`config.mk`:
```
export PLATFORM = sky130hd
export DESIGN_NAME = pausable_oneshot_timer_top
export DESIGN_NICKNAME = d
export VERILOG_FILES = /design/src/rtl/pot_pkg.sv /design/src/rtl/pot_step.sv /design/src/rtl/pausable_oneshot_timer_top.sv
export VERILOG_INCLUDE_DIRS = /design/src /design/src/rtl
export SDC_FILE = /design/constraint.sdc
export NUM_CORES = 1
export LEC_CHECK = 0
export ABC_AREA = 1
export BUFFER_PORTS_ARGS = -buffer_cell sky130_fd_sc_hd__buf_2
export CAP_MARGIN = 20
export CORE_UTILIZATION = 60
export CTS_CLUSTER_DIAMETER = 40
export DETAILED_ROUTE_END_ITERATION = 8
export PLACE_DENSITY_LB_ADDON = 0.05
export REMOVE_ABC_BUFFERS = 1
export SKIP_LAST_GASP = 1
export SYNTH_ARGS = -nofsm -noshare
export SYNTH_HDL_FRONTEND = slang
export SYNTH_SLANG_ARGS = --single-unit
export TNS_END_PERCENT = 30
```
`constraint.sdc`:
```
create_clock -name clk -period 10.85 [get_ports clk]
set_input_delay 0 -clock clk [delete_from_list [all_inputs] [get_ports clk]]
set_output_delay 0 -clock clk [all_outputs]
set_load 0.02 [all_outputs]
```
`src/rtl/pausable_oneshot_timer_top_macros.svh`:
```
// assertion helpers for the timer rtl
`ifndef PAUSABLE_ONESHOT_TIMER_TOP_MACROS_SVH
`define PAUSABLE_ONESHOT_TIMER_TOP_MACROS_SVH

// condition now implies consequence in the same cycle
`define POT_ASSERT_NOW(label, clk, rst, cond, cons, msg) \
  label: assert property (@(posedge clk) disable iff (rst) (cond) |-> (cons)) \
    else $error(msg);

// condition now implies consequence in the next cycle
`define POT_ASSERT_NEXT(label, clk, rst, cond, cons, msg) \
  label: assert property (@(posedge clk) disable iff (rst) (cond) |=> (cons)) \
    else $error(msg);

`endif

```
`src/rtl/pot_pkg.sv`:
```
`default_nettype none

package pot_pkg;

  // default width of the internal tick arithmetic
  localparam int TIME_WIDTH_DEF = 32;

  // fixed field widths on the ports
  localparam int OP_W   = 3;
  localparam int DUR_W  = 32;
  localparam int MODE_W = 2;
  localparam int OUT_W  = 32;

  // operation codes; the two top codes are unused
  typedef enum logic [OP_W-1:0] {
    OP_TICK    = 3'd0,
    OP_START   = 3'd1,
    OP_RESTART = 3'd2,
    OP_STOP    = 3'd3,
    OP_PAUSE   = 3'd4,
    OP_RESUME  = 3'd5
  } op_t;

  // timer modes; code 3 is unused
  typedef enum logic [MODE_W-1:0] {
    MODE_IDLE   = 2'd0,
    MODE_BUSY   = 2'd1,
    MODE_PAUSED = 2'd2
  } mode_t;

  // one result beat
  typedef struct packed {
    mode_t            mode;
    logic [OUT_W-1:0] remaining;
    logic [OUT_W-1:0] elapsed;
    logic             expired;
  } res_t;

endpackage

`default_nettype wire

```
`src/rtl/pot_step.sv`:
```
`default_nettype none

`include "pausable_oneshot_timer_top_macros.svh"

module pot_step #(
  parameter int TIME_WIDTH = pot_pkg::TIME_WIDTH_DEF
) (
  input  logic                        clk,
  input  logic                        rst,
  input  logic                        fire,
  input  pot_pkg::op_t                op,
  input  logic [pot_pkg::DUR_W-1:0]   dur,
  output pot_pkg::res_t               res
);
  import pot_pkg::*;

  // timer state
  logic [TIME_WIDTH-1:0] now_ticks;
  logic [TIME_WIDTH-1:0] start_tick;
  logic [TIME_WIDTH-1:0] run_length;
  mode_t                 timer_mode;

  logic [TIME_WIDTH-1:0] now_ticks_next;
  logic [TIME_WIDTH-1:0] start_tick_next;
  logic [TIME_WIDTH-1:0] run_length_next;
  mode_t                 timer_mode_next;

  logic [TIME_WIDTH-1:0] dur_t;
  logic [TIME_WIDTH-1:0] el_cur;
  logic [TIME_WIDTH-1:0] rem_cur;
  logic [TIME_WIDTH-1:0] el_tick;
  logic [TIME_WIDTH-1:0] rem_tick;
  logic                  expire_hit;
  logic [TIME_WIDTH-1:0] cur_rem;
  logic [TIME_WIDTH-1:0] cur_el;
  logic [TIME_WIDTH-1:0] rem_w;
  logic [TIME_WIDTH-1:0] el_w;

  // elapsed and remaining before and after a tick
  assign dur_t      = TIME_WIDTH'(dur);
  assign el_cur     = now_ticks - start_tick;
  assign rem_cur    = run_length - el_cur;
  assign el_tick    = el_cur + TIME_WIDTH'(1);
  assign rem_tick   = run_length - el_tick;
  assign expire_hit = (op == OP_TICK) && (timer_mode == MODE_BUSY) && (el_tick >= run_length);

  // report for the unchanged state
  always_comb begin
    cur_rem = '0;
    cur_el  = '0;
    if (timer_mode == MODE_BUSY) begin
      cur_rem = rem_cur;
      cur_el  = el_cur;
    end else if (timer_mode == MODE_PAUSED) begin
      cur_rem = run_length;
    end
  end

  // next state
  always_comb begin
    now_ticks_next  = now_ticks;
    start_tick_next = start_tick;
    run_length_next = run_length;
    timer_mode_next = timer_mode;
    unique case (op)
      OP_TICK: begin
        now_ticks_next = now_ticks + TIME_WIDTH'(1);
        if (expire_hit) begin
          start_tick_next = '0;
          run_length_next = '0;
          timer_mode_next = MODE_IDLE;
        end
      end
      OP_START: begin
        if (timer_mode == MODE_IDLE) begin
          start_tick_next = now_ticks;
          run_length_next = dur_t;
          timer_mode_next = MODE_BUSY;
        end
      end
      OP_RESTART: begin
        start_tick_next = now_ticks;
        run_length_next = dur_t;
        timer_mode_next = MODE_BUSY;
      end
      OP_STOP: begin
        start_tick_next = '0;
        run_length_next = '0;
        timer_mode_next = MODE_IDLE;
      end
      OP_PAUSE: begin
        if (timer_mode == MODE_BUSY) begin
          run_length_next = rem_cur;
          start_tick_next = '0;
          timer_mode_next = MODE_PAUSED;
        end
      end
      OP_RESUME: begin
        if (timer_mode == MODE_PAUSED) begin
          start_tick_next = now_ticks;
          timer_mode_next = MODE_BUSY;
        end
      end
      default: begin
      end
    endcase
  end

  // result for this step, taken from the state it leaves
  always_comb begin
    rem_w = cur_rem;
    el_w  = cur_el;
    unique case (op)
      OP_TICK: begin
        if (timer_mode == MODE_BUSY) begin
          rem_w = expire_hit ? '0 : rem_tick;
          el_w  = expire_hit ? '0 : el_tick;
        end
      end
      OP_START: begin
        if (timer_mode == MODE_IDLE) begin
          rem_w = dur_t;
          el_w  = '0;
        end
      end
      OP_RESTART: begin
        rem_w = dur_t;
        el_w  = '0;
      end
      OP_STOP: begin
        rem_w = '0;
        el_w  = '0;
      end
      OP_PAUSE: begin
        if (timer_mode == MODE_BUSY) begin
          rem_w = rem_cur;
          el_w  = '0;
        end
      end
      OP_RESUME: begin
        if (timer_mode == MODE_PAUSED) begin
          rem_w = run_length;
          el_w  = '0;
        end
      end
      default: begin
      end
    endcase
    res.mode      = timer_mode_next;
    res.remaining = OUT_W'(rem_w);
    res.elapsed   = OUT_W'(el_w);
    res.expired   = expire_hit;
  end

  // state update once per beat
  always_ff @(posedge clk) begin
    if (rst) begin
      now_ticks  <= '0;
      start_tick <= '0;
      run_length <= '0;
      timer_mode <= MODE_IDLE;
    end else if (fire) begin
      now_ticks  <= now_ticks_next;
      start_tick <= start_tick_next;
      run_length <= run_length_next;
      timer_mode <= timer_mode_next;
    end
  end

  // checks
  `POT_ASSERT_NEXT(a_stop_clears, clk, rst, fire && op == OP_STOP,
    timer_mode == MODE_IDLE && run_length == '0 && start_tick == '0, "stop left state behind")
  `POT_ASSERT_NEXT(a_pause_holds, clk, rst,
    fire && op == OP_TICK && timer_mode == MODE_PAUSED,
    timer_mode == MODE_PAUSED && run_length == $past(run_length), "paused timer moved")
  `POT_ASSERT_NEXT(a_idle_time, clk, rst, !fire, $stable(now_ticks) && $stable(timer_mode),
    "state changed without a beat")
  `POT_ASSERT_NOW(a_expire_idle, clk, rst, fire && res.expired,
    res.mode == MODE_IDLE && timer_mode == MODE_BUSY, "expiry outside busy")

endmodule

`default_nettype wire

```
`src/rtl/pausable_oneshot_timer_top.sv`:
```
// pausable one-shot timer
// path: an accepted command beat is held in the input register, and its result is
//   captured in the result register when the beat fires
// throughput: one command per cycle while rsp_stall does not hold the result register
// reset: synchronous, clears tick counter, start, run length, mode (idle) and both valids
`default_nettype none

module pausable_oneshot_timer_top #(
  parameter int TIME_WIDTH = pot_pkg::TIME_WIDTH_DEF
) (
  input  logic                         clk,
  input  logic                         rst,
  input  logic                         cmd_valid,
  output logic                         cmd_stall,
  input  logic [pot_pkg::OP_W-1:0]     operation,
  input  logic [pot_pkg::DUR_W-1:0]    duration,
  output logic                         rsp_valid,
  input  logic                         rsp_stall,
  output logic [pot_pkg::MODE_W-1:0]   mode,
  output logic [pot_pkg::OUT_W-1:0]    remaining,
  output logic [pot_pkg::OUT_W-1:0]    elapsed,
  output logic                         expired
);
  import pot_pkg::*;

  logic             s1_valid;
  op_t              s1_op;
  logic [DUR_W-1:0] s1_dur;
  logic             advance;
  logic             fire;
  logic             cmd_accept;
  res_t             step_res;
  res_t             rsp_res;

  // handshake control
  assign advance    = !rsp_valid || !rsp_stall;
  assign fire       = s1_valid && advance;
  assign cmd_stall  = s1_valid && !advance;
  assign cmd_accept = cmd_valid && !cmd_stall;

  // input register
  always_ff @(posedge clk) begin
    if (rst) begin
      s1_valid <= 1'b0;
    end else if (!cmd_stall) begin
      s1_valid <= cmd_valid;
    end
  end

  always_ff @(posedge clk) begin
    if (cmd_accept) begin
      s1_op  <= op_t'(operation);
      s1_dur <= duration;
    end
  end

  // timer state and step logic
  pot_step #(
    .TIME_WIDTH(TIME_WIDTH)
  ) u_step (
    .clk  (clk),
    .rst  (rst),
    .fire (fire),
    .op   (s1_op),
    .dur  (s1_dur),
    .res  (step_res)
  );

  // result register
  always_ff @(posedge clk) begin
    if (rst) begin
      rsp_valid <= 1'b0;
    end else if (advance) begin
      rsp_valid <= s1_valid;
    end
  end

  always_ff @(posedge clk) begin
    if (fire) begin
      rsp_res <= step_res;
    end
  end

  assign mode      = rsp_res.mode;
  assign remaining = rsp_res.remaining;
  assign elapsed   = rsp_res.elapsed;
  assign expired   = rsp_res.expired;

endmodule

`default_nettype wire
```
==> summary.md, run 1 <==
| Metric | Value |
|---|---|
| Total gr overflow | 0 |
| Critical path class | reg -> reg |
| Final wirelength | 67.3 mm |
| Total Routing Usage GR | 46.3% |
| Largest net degree at the start of global routing | 54 |
| Finished Core Util | 70.6% |
| Starting DRT DRC Count | 2794 |
| Wire per inst | 21.8 microns |
| Initial Util | 61.5% |
| Crit path time final | 6.74 ns |
| Row Count | 60 |
| Layout net count | 2826 |
| Critical Path RT | 11.28 ns |
| # diodes | 0 |
| Fmax achieved | 148 MHz |
| Sequential fraction of the synthesis area | 30.4% |
| Total CTS buffers | 35 |
| Filler Cell Count | 2161 |
| Pleak | 9.26 nW |
| Height of the die | 169 microns |
| Antenna Nets Post-Route | 0 |
| Ys Warns | 0 |
| Placed insts | 2984 |
| DRT Pass-1 Iters | 6 |
| Power Total | 2.76 mW |
| Fin cells | 3084 |
| Maximum vdd drop | 135 uV |
| Cell count after synthesis | 2543 |
| Max Slew Vio Count | 0 |
| Clk_lat worst skew | 0.52 ns |
| Initial antenna violation count | 1 |
| CTS clk-pin slew, worst paths | 0.06 ns |
| Final setup viols | 0 |
| CTS tree | done |
| Fin crit share | 62.1% |
| RSZ-0062 raised after global routing | false |
| Hold Path Class | in -> reg |
| First-pass GRT wire length | 100 mm |
| Layout cells sized above 1 | 8.96% |
| Detailed-route via count | 19300 |
| Relative slew slack | 16.6% |
| CTS root buf | clkbuf_16 |
| Syn_area_per_cell | 6.56 sq um |
| Critical path arrival | 7.17 ns |
| Post-route setup TNS | 0 ns |
| FF+latch count, synth | 202 |
| Vias in the first global route | 18600 |
| Power Density | 144 nW/um^2 |
| Worst Setup End Kind | register |
| Port Buf Inserts | 107 |
| Clock sink total | 202 |
| Least-Margin Pin Slew | 1.24 ns |
| Cell mode on critical path | nand3_1 |
| Synth cell types | 55 |
| HPWL after DPL | 48.7 mm |
| Core ar. | 27100 sq um |
| Mapped cell area | 16700 sq um |
| Die ar. | 28500 sq um |
| Final hold violation count | 0 |
| Final Wtd Congestion | 1.09 |
| Mean number of vias per cell | 6.26 |
| Die W | 169 microns |
| Max_cap viols | 0 |
| Area grow syn2layout | 14.9% |
| Status | finished clean |
| Worst path max stage delay | 0.68 ns |
| Longest Clk Path Bufs | 3 |
| Crit-path max FO | 33 |
| Slowest cell on the critical path | inv_2 |
| Drt drc | 0 |
| Num ports | 108 |
| Worst setup SP type | register |
| H-tree Lvls | 2 |
| Worst Clk Skew | 0.0138 ns |
==> worst max-delay path, delay by kind of cell, from the launching register on <==
kind / cells / cell delay, ns
simple gates: 24 / 4.15
fa+ha+maj: 3 / 0.98
buf+inv: 3 / 0.89
flops: 1 / 0.39
compound gates: 1 / 0.23
==> final timing paths <==
check | from | to | slack [ns] | cells past startpoint
max | u_step.now_ticks[0] | u_step.start_tick[14] | 4.11 | 31
min | rst | u_step.now_ticks[28] | 0.13 | 3
max reg2reg | u_step.now_ticks[0] | u_step.start_tick[14] | 4.11 | 31
min reg2reg | u_step.start_tick[6] | u_step.start_tick[6] | 0.47 | 2
==> state kept, by name, indices dropped and copies added, names as in the netlist <==
name               flops
elapsed               32
expired                1
mode                   2
remaining             32
rsp_valid              1
s1_dur                32
s1_op                  3
s1_valid               1
u_step.now_ticks      32
u_step.run_length     32
u_step.start_tick     32
u_step.timer_mode      2
==> cell families (layout without fill, tap and decap cells) <==
group | count (synthesis) | after routing | share of synthesized area (%)
buf+inv | 425 | 594 | 9.68
simple gates | 1321 | 1321 | 33.9
xor+xnor | 65 | 65 | 3.78
compound gates | 430 | 430 | 14.6
fa+ha+maj | 100 | 100 | 7.64
flops | 202 | 202 | 30.4
==> power by group <==
group / internal (mW) / switching [mW]
Combinational: 0.227 / 0.524
Clock: 0.711 / 0.432
Sequential: 0.836 / 0.0258
==> stage by stage <==
stage | setup slack [ns] | cell area (sq um) | hold slack [ns]
final | 4.11 | 19100 | 0.127
after global routing | 3.72 | 19100 | 0.125
after detailed placement | 4.49 | 17600 | 0.178
after floorplan | 6.08 | 16500 | 0.0691
after global placement | 4.73 | 17600 | 0.177
after CTS | 4.39 | 19100 | 0.111
==> layout by cell type, fill, tap and decap left out, drive strengths merged, types with 97 or more instances in the layout <==
| master | netlist | routed |
|---|---|---|
| a21oi | 177 | 177 |
| buf | 10 | 120 |
| dfxtp | 100 | 100 |
| edfxtp | 102 | 102 |
| ha | 97 | 97 |
| inv | 371 | 378 |
| nand2 | 731 | 731 |
| nand3 | 205 | 205 |
| nor2 | 256 | 256 |
| o21ai | 131 | 131 |
==> routing by layer <==
| metal | routed length [microns] | share of wire (%) | global-route usage [%] | vias to the layer above |
|---|---|---|---|---|
| met5 | 11 | 0.016 | 0 | - |
| met4 | 5200 | 7.7 | 32.1 | 2 |
| met3 | 7360 | 11 | 10.1 | 422 |
| met2 | 31000 | 46 | 78.6 | 1466 |
| met1 | 23700 | 35 | 51.9 | 8739 |
| li1 | - | - | - | 8687 |
==> repair_timing <==
item | CTS | global route
buffers inserted | 0 | 0
hold buffers | 38 | 0
hold endpoints to repair | 37 | 0
gates resized for setup | 0 | 0
==> synthesized netlist by cell type, drive strengths merged <==
library cell	number	area share, %
xnor2	27	1.4
dfxtp	100	12
and3	3	0.11
o31ai	3	0.14
o21bai	15	0.68
clkinv	3	0.068
o21a	3	0.14
o22ai	35	1.3
xor2	38	2.4
o211a	3	0.18
a221oi	2	0.11
a41oi	1	0.053
o21ai	131	3.9
o211ai	12	0.54
nor4	12	0.45
clkbuf	41	0.92
nand3b	14	0.63
and2	6	0.23
a32oi	4	0.21
a31oi	10	0.38
nor3	41	1.4
a211oi	2	0.090
edfxtp	102	18
ha	97	7.3
nand2	731	17
o2111ai	2	0.11
a21oi	177	5.3
buf	10	0.34
or2	10	0.38
nor3b	2	0.090
a22oi	4	0.18
a22o	1	0.053
inv	371	8.4
a21o	17	0.77
nor2	256	6.1
a21boi	5	0.25
a32o	1	0.060
fa	3	0.36
nand3	205	6.4
nand4	41	1.5
a31o	2	0.11
==> final cells by class <==
cell class	count	area, sq um	area share (%)
Inverter	374	1400	7.33
Timing Repair Buffer	158	1010	5.29
Clock inverter	22	290	1.52
Sequential cell	202	5060	26.5
Clock buffer	40	905	4.72
Tap cell	372	465	2.43
Multi-Input combinational cell	1916	10000	52.2
Power figures use the tool's default switching activity.
==> run 2, diff against run 1 <==
- clock period: 10.85 -> 6.4 ns (I/O delays scaled with it)
==> summary.md, run 2 (same netlist as run 1, synthesis figures left out) <==
| Metric | Value |
|---|---|
| Status | finished clean |
| Antenna Nets Post-Route | 0 (unchanged) |
| Die ar. | 28500 sq um (unchanged) |
| Worst Setup End Kind | register |
| Crit Reg-Reg Startpoint | u_step.now_ticks[0] |
| Final Instance Area | 19200 sq um (about the same) |
| Fmax achieved | 160 MHz (+7.8%) |
| Starting DRT DRC Count | 2401 (-14%) |
| Initial antenna violation count | 0 (-1) |
| Slowest cell on the critical path | nand2_1 |
| DP Area | 17600 sq um (+0.30%) |
| Core ar. | 27100 sq um (unchanged) |
| Drt drc | 0 (unchanged) |
| RSZ-0062 raised after global routing | true |
| Final Wtd Congestion | 1.04 (-4.9%) |
| Detailed-route via count | 19000 (-1.4%) |
| Mean number of vias per cell | 6.15 (-1.8%) |
| Critical path class | reg -> reg |
| CTS tree | done |
| Worst setup SP type | register |
| Row Count | 60 (unchanged) |
| Critical path origin | u_step.now_ticks[0] |
| Total CTS buffers | 34 (-2.9%) |
| Crit-path max FO | 9 (-73%) |
| # diodes | 0 (unchanged) |
| Layout cells sized above 1 | 9.36% (+0.40 points) |
| CTS clk-pin slew, worst paths | 0.06 ns (about the same) |
| Fin crit share | 97.7% (+36 points) |
| Largest net degree at the start of global routing | 55 (+1.9%) |
| Commonest non-fill, non-tap cell in the layout | nand2_1 |
| Pre-CTS setup slack | 0.131 ns (-4.35 ns) |
| DRT Pass-1 Iters | 8 (+2) |
| Critical Path RT | 6.62 ns (-4.66 ns) |
| Wire per inst | 21.3 microns (-2.2%) |
| Hold WS | 0.121 ns (-0.00609 ns) |
| Max Slew Vio Count | 0 (unchanged) |
| Final setup margin | 0.145 ns (-3.96 ns) |
| Worst path max stage delay | 0.51 ns (-0.17 ns) |
| HP Start | rst |
| Clock sink total | 202 (unchanged) |
| Critical path arrival | 6.48 ns (-0.69 ns) |
| First-pass GRT wire length | 98.9 mm (-1.5%) |
| Worst reg-to-reg setup slack | 0.14 ns (-3.96 ns) |
| HPWL after DPL | 49.4 mm (+1.6%) |
| Power Total | 4.49 mW (+63%) |
| Die W | 169 microns (unchanged) |
| Worst Clk Skew | 0.0250 ns (+0.0112 ns) |
| CP delay by family, top | simple AND/OR/NAND/NOR gates |
| H-tree Lvls | 2 (unchanged) |
| Final wirelength | 66.1 mm (-1.8%) |
| Relative slew slack | 24.8% (+8.2 points) |
| Longest Clk Path Bufs | 3 (unchanged) |
| Final setup viols | 0 (unchanged) |
| Cell mode on critical path | nand2_1 |
| Area grow syn2layout | 14.9% (about the same) |
| Max_cap viols | 0 (unchanged) |
| Crit path time final | 6.26 ns (-0.487 ns) |
| Power Density | 234 nW/um^2 (+63%) |
| Layout net count | 2838 (+0.42%) |
| Least-Margin Pin Slew | 1.12 ns (-0.117 ns) |
| CP Buf/Inv Count | 2 (-1) |
| Total gr overflow | 0 (unchanged) |
| Port Buf Inserts | 107 (unchanged) |
| Initial Util | 61.5% (unchanged) |
| Height of the die | 169 microns (unchanged) |
| Num ports | 108 (unchanged) |
| Maximum vdd drop | 230 uV (+70%) |
| Vias in the first global route | 18300 (-1.7%) |
| Pleak | 9.29 nW (+0.23%) |
| CTS root buf | clkbuf_16 |
| Total Routing Usage GR | 45.7% (-0.61 points) |
| Clk_lat worst skew | 0.52 ns (about the same) |
| Filler Cell Count | 2185 (+1.1%) |
| Commonest cells after routing, fill and taps aside | nand2_1, inv_1, nor2_1, nand3_1, a21oi_1 |
| Hold Path Class | in -> reg |
| Final hold violation count | 0 (unchanged) |
[run 2: changes by cell type in the layout (fill, tap and decap cells not counted), sizes merged]
cell | previous run | this run
clkinvlp | 0 | 4
clkbuf | 40 | 45
bufinv | 4 | 0
buf | 120 | 132
clkinv | 14 | 9
[run 2: through the flow]
stage	cells	setup TNS, ns	utilization (%)
2_1_floorplan	2492	0	-
3_3_place_gp	2992	0	65.0
3_5_place_dp	2992	0	65.0
4_1_cts	3091	0	70.4
5_1_grt	3096	-2.32	70.7
6_report	3096	0	70.7
[run 2: final timing paths]
| path | end | depth (start not counted) |
|---|---|---|
| max | remaining[5] | 30 |
| min | u_step.now_ticks[19] | 3 |
| max reg2reg | remaining[5] | 30 |
| min reg2reg | u_step.start_tick[12] | 2 |
[run 2: repair_timing]
action                     CTS  global route
buffers inserted             0             4
hold buffers                38             0
hold endpoints to repair    37             0
resized for setup            0            14
setup endpoints to repair    0            91
[run 2: worst min-delay path, cell delays in order]
cell and delay, ns:
buf_2 0.10, buf_4 0.31, nor2_1 0.18
[run 2: routing by layer]
metal	track usage [%]	share of wire, %	up-vias
li1	-	-	8719
met2	76.5	46	1332
met3	10.0	11	357
met5	0	0	-
met1	52.0	36	8629
met4	31.8	7.8	0
[run 2: layout make-up]
cell class              count  area, sq um  share of cell area (%)
multi-input cells        1916        10000                    52.4
flip-flops and latches    202         5060                    26.4
repair inverters            1         7.51                  0.0392
well taps                 372          465                    2.43
inverters                 374         1420                    7.39
clock inverters            16          119                   0.620
clock buffers              45          953                    4.98
repair buffers            170         1100                    5.76
[run 2: power by group]
| part | switching (mW) | internal, mW |
|---|---|---|
| sequential | 0.0438 | 1.42 |
| clock | 0.686 | 1.06 |
| combinational | 0.889 | 0.390 |
